[config.mk]
export PLATFORM = sky130hd
export DESIGN_NAME = tpa_sqrt_cell
export DESIGN_NICKNAME = d
export VERILOG_FILES = /design/src/design/tpa_pkg.sv /design/src/design/tpa_sqrt_cell.sv
export SDC_FILE = /design/constraint.sdc
export NUM_CORES = 1
export LEC_CHECK = 0
export BUFFER_PORTS_ARGS = -buffer_cell sky130_fd_sc_hd__buf_2
export CAP_MARGIN = 20
export CORE_MARGIN = 2
export CORE_UTILIZATION = 35
export CTS_BUF_LIST = sky130_fd_sc_hd__clkbuf_4
export DETAILED_ROUTE_END_ITERATION = 6
export GPL_ROUTABILITY_DRIVEN = 1
export PLACE_DENSITY = 0.69
export SLEW_MARGIN = 10
export SYNTH_ARGS = -nofsm -noshare
export SYNTH_HDL_FRONTEND = slang
export SYNTH_SLANG_ARGS = --single-unit
[constraint.sdc]
create_clock -name i_clk -period 6.97 [get_ports i_clk]
set_clock_uncertainty 0.05 [all_clocks]
set_input_delay 1.0455 -clock i_clk [delete_from_list [all_inputs] [get_ports i_clk]]
set_output_delay 1.0455 -clock i_clk [all_outputs]
set_load 0.02 [all_outputs]
[src/design/tpa_pkg.sv]
// ----------------------------------------------------------------------------
// tpa_pkg: shared types and constants for the triangle perimeter/area unit.
// Holds the field widths and the data record passed between square-root cells.
// ----------------------------------------------------------------------------
`default_nettype none

package tpa_pkg;

    // Field widths.
    localparam int COORD_W = 16;
    localparam int PERIM_W = 19;
    localparam int AREA_W  = 31;

    // Internal widths.
    localparam int DIFF_W  = COORD_W;          // magnitude of a coordinate difference
    localparam int SQ_W    = 2 * DIFF_W + 1;   // dx^2 + dy^2
    localparam int SIDE_W  = DIFF_W + 1;       // floor square root of SQ_W bits
    localparam int FAC_W   = PERIM_W;          // one positive Heron factor
    localparam int PROD_W  = PERIM_W + FAC_W;  // sum * f1, or f2 * f3
    localparam int HALF_W  = PROD_W / 2;       // low slice of the first product
    localparam int PP_W    = HALF_W + PROD_W;  // one partial product
    localparam int Q_W     = 2 * PROD_W;       // full Heron product

    // Square-root cell widths, sized for the Heron product.
    localparam int RAD_W   = Q_W;
    localparam int ROOT_W  = RAD_W / 2;
    localparam int REM_W   = ROOT_W + 3;

    // Cell counts: one root bit per cell.
    localparam int SIDE_CELLS = SIDE_W;
    localparam int AREA_CELLS = ROOT_W;

    // Pipeline depth from input register to output register.
    localparam int DEPTH = SIDE_CELLS + AREA_CELLS + 6;

    // Data handed from one square-root cell to the next.
    typedef struct packed {
        logic [RAD_W-1:0]  rad;
        logic [REM_W-1:0]  rem;
        logic [ROOT_W-1:0] root;
    } t_sq_cell;

endpackage

`default_nettype wire

[src/design/tpa_sqrt_cell.sv]
// ----------------------------------------------------------------------------
// tpa_sqrt_cell: one restoring square-root step.
// Takes the next two radicand bits, decides one root bit and registers the
// partial remainder, partial root and remaining radicand for the next cell.
// ----------------------------------------------------------------------------
`default_nettype none

module tpa_sqrt_cell (
    input  wire logic              i_clk,
    input  wire logic              i_en,
    input  wire tpa_pkg::t_sq_cell i_d,
    output tpa_pkg::t_sq_cell      o_q
);
    import tpa_pkg::*;

    logic [REM_W-1:0] s_tmp;
    logic [REM_W-1:0] s_trial;
    logic             s_ge;
    t_sq_cell         n_q;
    t_sq_cell         r_q;

    // Bring down two radicand bits and compare against the trial divisor.
    always_comb begin
        s_tmp   = {i_d.rem[REM_W-3:0], i_d.rad[RAD_W-1 -: 2]};
        s_trial = {1'b0, i_d.root, 2'b01};
        s_ge    = (s_tmp >= s_trial);
        n_q.rad  = {i_d.rad[RAD_W-3:0], 2'b00};
        n_q.rem  = s_ge ? (s_tmp - s_trial) : s_tmp;
        n_q.root = {i_d.root[ROOT_W-2:0], s_ge};
    end

    // Stage register; payload only, so no reset.
    always_ff @(posedge i_clk) begin
        if (i_en) begin
            r_q <= n_q;
        end
    end

    assign o_q = r_q;

endmodule

`default_nettype wire

==> results.toml <==
[pwr]
intPower_w = 0.001523
p_switching_w = 0.0007722
fin_total_pwr_w = 0.002295
ir_drop_mv = 0.08893
combPwrFrac = 0.252
power_density_nw_per_um2 = 238.1
p_seq_frac = 0.498
clock_power_share = 0.250
swShare = 0.3365
power.leakage_nw = 4.243

[synthesis]
ys_warn_count = 0
ys_ff_latch = 153
synthTopCellsByArea = "edfxtp_1 61%, ha_1 6.6%, a21oi_1 5.5%"
async_reset_ff_frac = 0
syn_area_per_cell_um2 = 11.74
yosys.area.top_type_share = 0.6078
syn_inst = 644
synth_cell_types = 52
synth_edf_count = 153
syn-cell-area_um2 = 7558
yosysTopAreaCell = "edfxtp_1"
ys_seq_area_frac = 0.6078
synth_flop_cell = "edfxtp_1"

[route]
drc = 0
avgRoutedWirePerCell_um = 17.07
wl_mm = 21.08
ant_nets = 0
viasPerCell = 4.887
drtPass1Iterations = 5
vias = 6036
drt_iter0_drc = 383

[grt]
grt_pass1_wl_mm = 30.33
grt_start_max_net_pins = 82
grt_pass1_vias = 5667
antenna_found_initial = 6
grt_usage = 0.1773
grt_remaining_overflow = 0

[placed_design]
place.gp.congestion = 0.8035
port_buffers = 307
dpl.hpwl_mm = 16.32

[floorplan]
num_rows = 53
start_util = 0.3584
core-area_um2 = 21090
die_x_um = 151.0
die_h_um = 151.0
die-area_um2 = 22790
io_pins = 312

[clock_network]
cts_tree = "done"
cts_hold_buf = 0
clk_pin_slew_ps = 170
numCtsBuffers = 17
cts.path.max_buffers = 2
cts.sinks = 153
cts_root_buffer = "clkbuf_4"
post_cts_buffers = 0
cts_resized = 0
cts.htree.levels = 4

[timing]
max_freq_ghz = 0.2230
timing_hold_violations_final = 0
fin_setup_tns_ps = 0
hold_ws_ps = 587.5
finalCritPeriodShare = 0.6433
worst_pin_slew_ps = 1070
rsz0062_at_grt = "no"
relSlewSlack = 0.2868
setup_violations = 0
final_max_slew_viol_count = 0
period_needed_ps = 4484

[status]
status = "finished clean"

[final_layout]
synthToLayoutAreaGrowth_pct = 27.51
finalCoreUtilization = 0.4570
fin_nets = 1141
largest_reg_flops = 153
layout-drive-gt1-share = 0.3630

[setup_path]
end_kind = "register"
cp_data_arrival_time_ps = 4770
cp-endpoint = "o_q[58]"
startpoint_type = "input port"
path_class = "in2reg"
worstPathRequired_ps = 7250
critPathLaunch = "i_d[1]"
cp_max_fo = 26

[min_path]
hp-class = "in2reg"

[flow_run]
cap_violations = 0
## metal layers
| layer | vias to the layer above | routed length [um] | track usage |
|---|---|---|---|
| met5 | - | 52 | 0 |
| li1 | 2967 | - | - |
| met2 | 221 | 10530 | 0.3084 |
| met1 | 2818 | 8492 | 0.2101 |
| met3 | 24 | 1754 | 0.06054 |
| met4 | 6 | 249 | 0.04579 |
## stage by stage
stage	instances	setup WS, ps	area (um^2)
final	1235	2486	9638
after global routing	1232	2268	9630
after CTS	1231	2473	9628
after detailed placement	1200	1853	9341
after global placement	1200	1897	9341
after floorplan	645	3221	7562
## area by class of cell
class	count	area, um^2
Clock buffer	17	127.6
Tap cell	275	344.1
Clock inverter	14	158.9
Inverter	55	206.4
Fill cell	2002	11450
Timing Repair Buffer	310	1578
Multi-Input combinational cell	407	2619
Antenna cell	4	10.01
Sequential cell	153	4594
## logic make-up after synthesis
| logic type | share of synthesized area |
|---|---|
| AO/OA/AOI/OAI | 0.1314 |
| XOR/XNOR | 0.04056 |
| adder cells (fa/ha/maj) | 0.06621 |
| buffers and inverters | 0.04618 |
| flip-flops | 0.6078 |
| multiplexers | 0.008442 |
| other | 0.0004961 |
| AND/OR/NAND/NOR | 0.09882 |
## synth_stat cells (2+ instances only)
library cell	n
o21bai_1	7
a211oi_1	4
o21a_1	3
nand3_1	14
edfxtp_1	153
a31oi_1	4
nand2b_1	4
xnor2_1	24
nor2b_1	3
a21o_1	12
o21ai_0	24
clkbuf_1	18
a211o_1	2
o21ai_1	2
nor4_1	2
inv_1	55
buf_2	6
o211ai_1	2
nor3b_1	2
o22ai_1	2
a21oi_1	83
buf_4	6
nor2_1	59
ha_1	40
and4_1	2
a31o_1	2
nand4_1	14
or4_1	3
nor3_1	8
a22oi_1	2
mux2_1	2
a311oi_1	2
xor2_1	11
mux2i_1	3
nand2_1	41
or3_1	4
o31ai_1	4
## cells in the final DEF (no fill, tap or decap), drive strengths merged, types with 4 or more instances in the layout
cell      n
diode     4
nor2     59
inv      62
nand2b    4
o31ai     5
clkbuf   17
ha       40
buf     310
edfxtp  153
o21bai    7
a21o     12
nand3    14
xnor2    24
or3       4
xor2     11
nand2    41
clkinv    4
a31oi     4
o21ai    26
nor3      8
nand4    14
a21oi    83
a211oi    4
## power groups by stage
stage	registers, W	clock network (W)	logic (W)
4_1_cts	0.00115	0.000591	0.000581
2_1_floorplan	0.00129	0	0.000237
6_report	0.00114	0.000574	0.000577
5_1_grt	0.00115	0.000625	0.000630
3_3_place_gp	0.00116	0	0.000570
3_5_place_dp	0.00117	0	0.000579
## worst min-delay path by stage
stage / from / to / slack (ps) / cells past startpoint
final: i_d[120] / o_q[122] / 590 / 1
after global routing: i_d[145] / o_q[147] / 510 / 1
after CTS: i_d[145] / o_q[147] / 550 / 1
after detailed placement: i_d[148] / o_q[150] / 1170 / 1
after global placement: i_d[108] / o_q[110] / 1170 / 1
after floorplan: i_d[98] / o_q[100] / 1090 / 0
## critical path, stage by stage
cell and delay [ps]:
buf_2 90, inv_1 40, ha_1 360, o21ai_0 110, a22oi_1 510, a311oi_1 310
a2111oi_2 500, o31ai_1 210, o31ai_4 880, buf_4 350, mux2_1 340
Power figures use the tool's default switching activity.
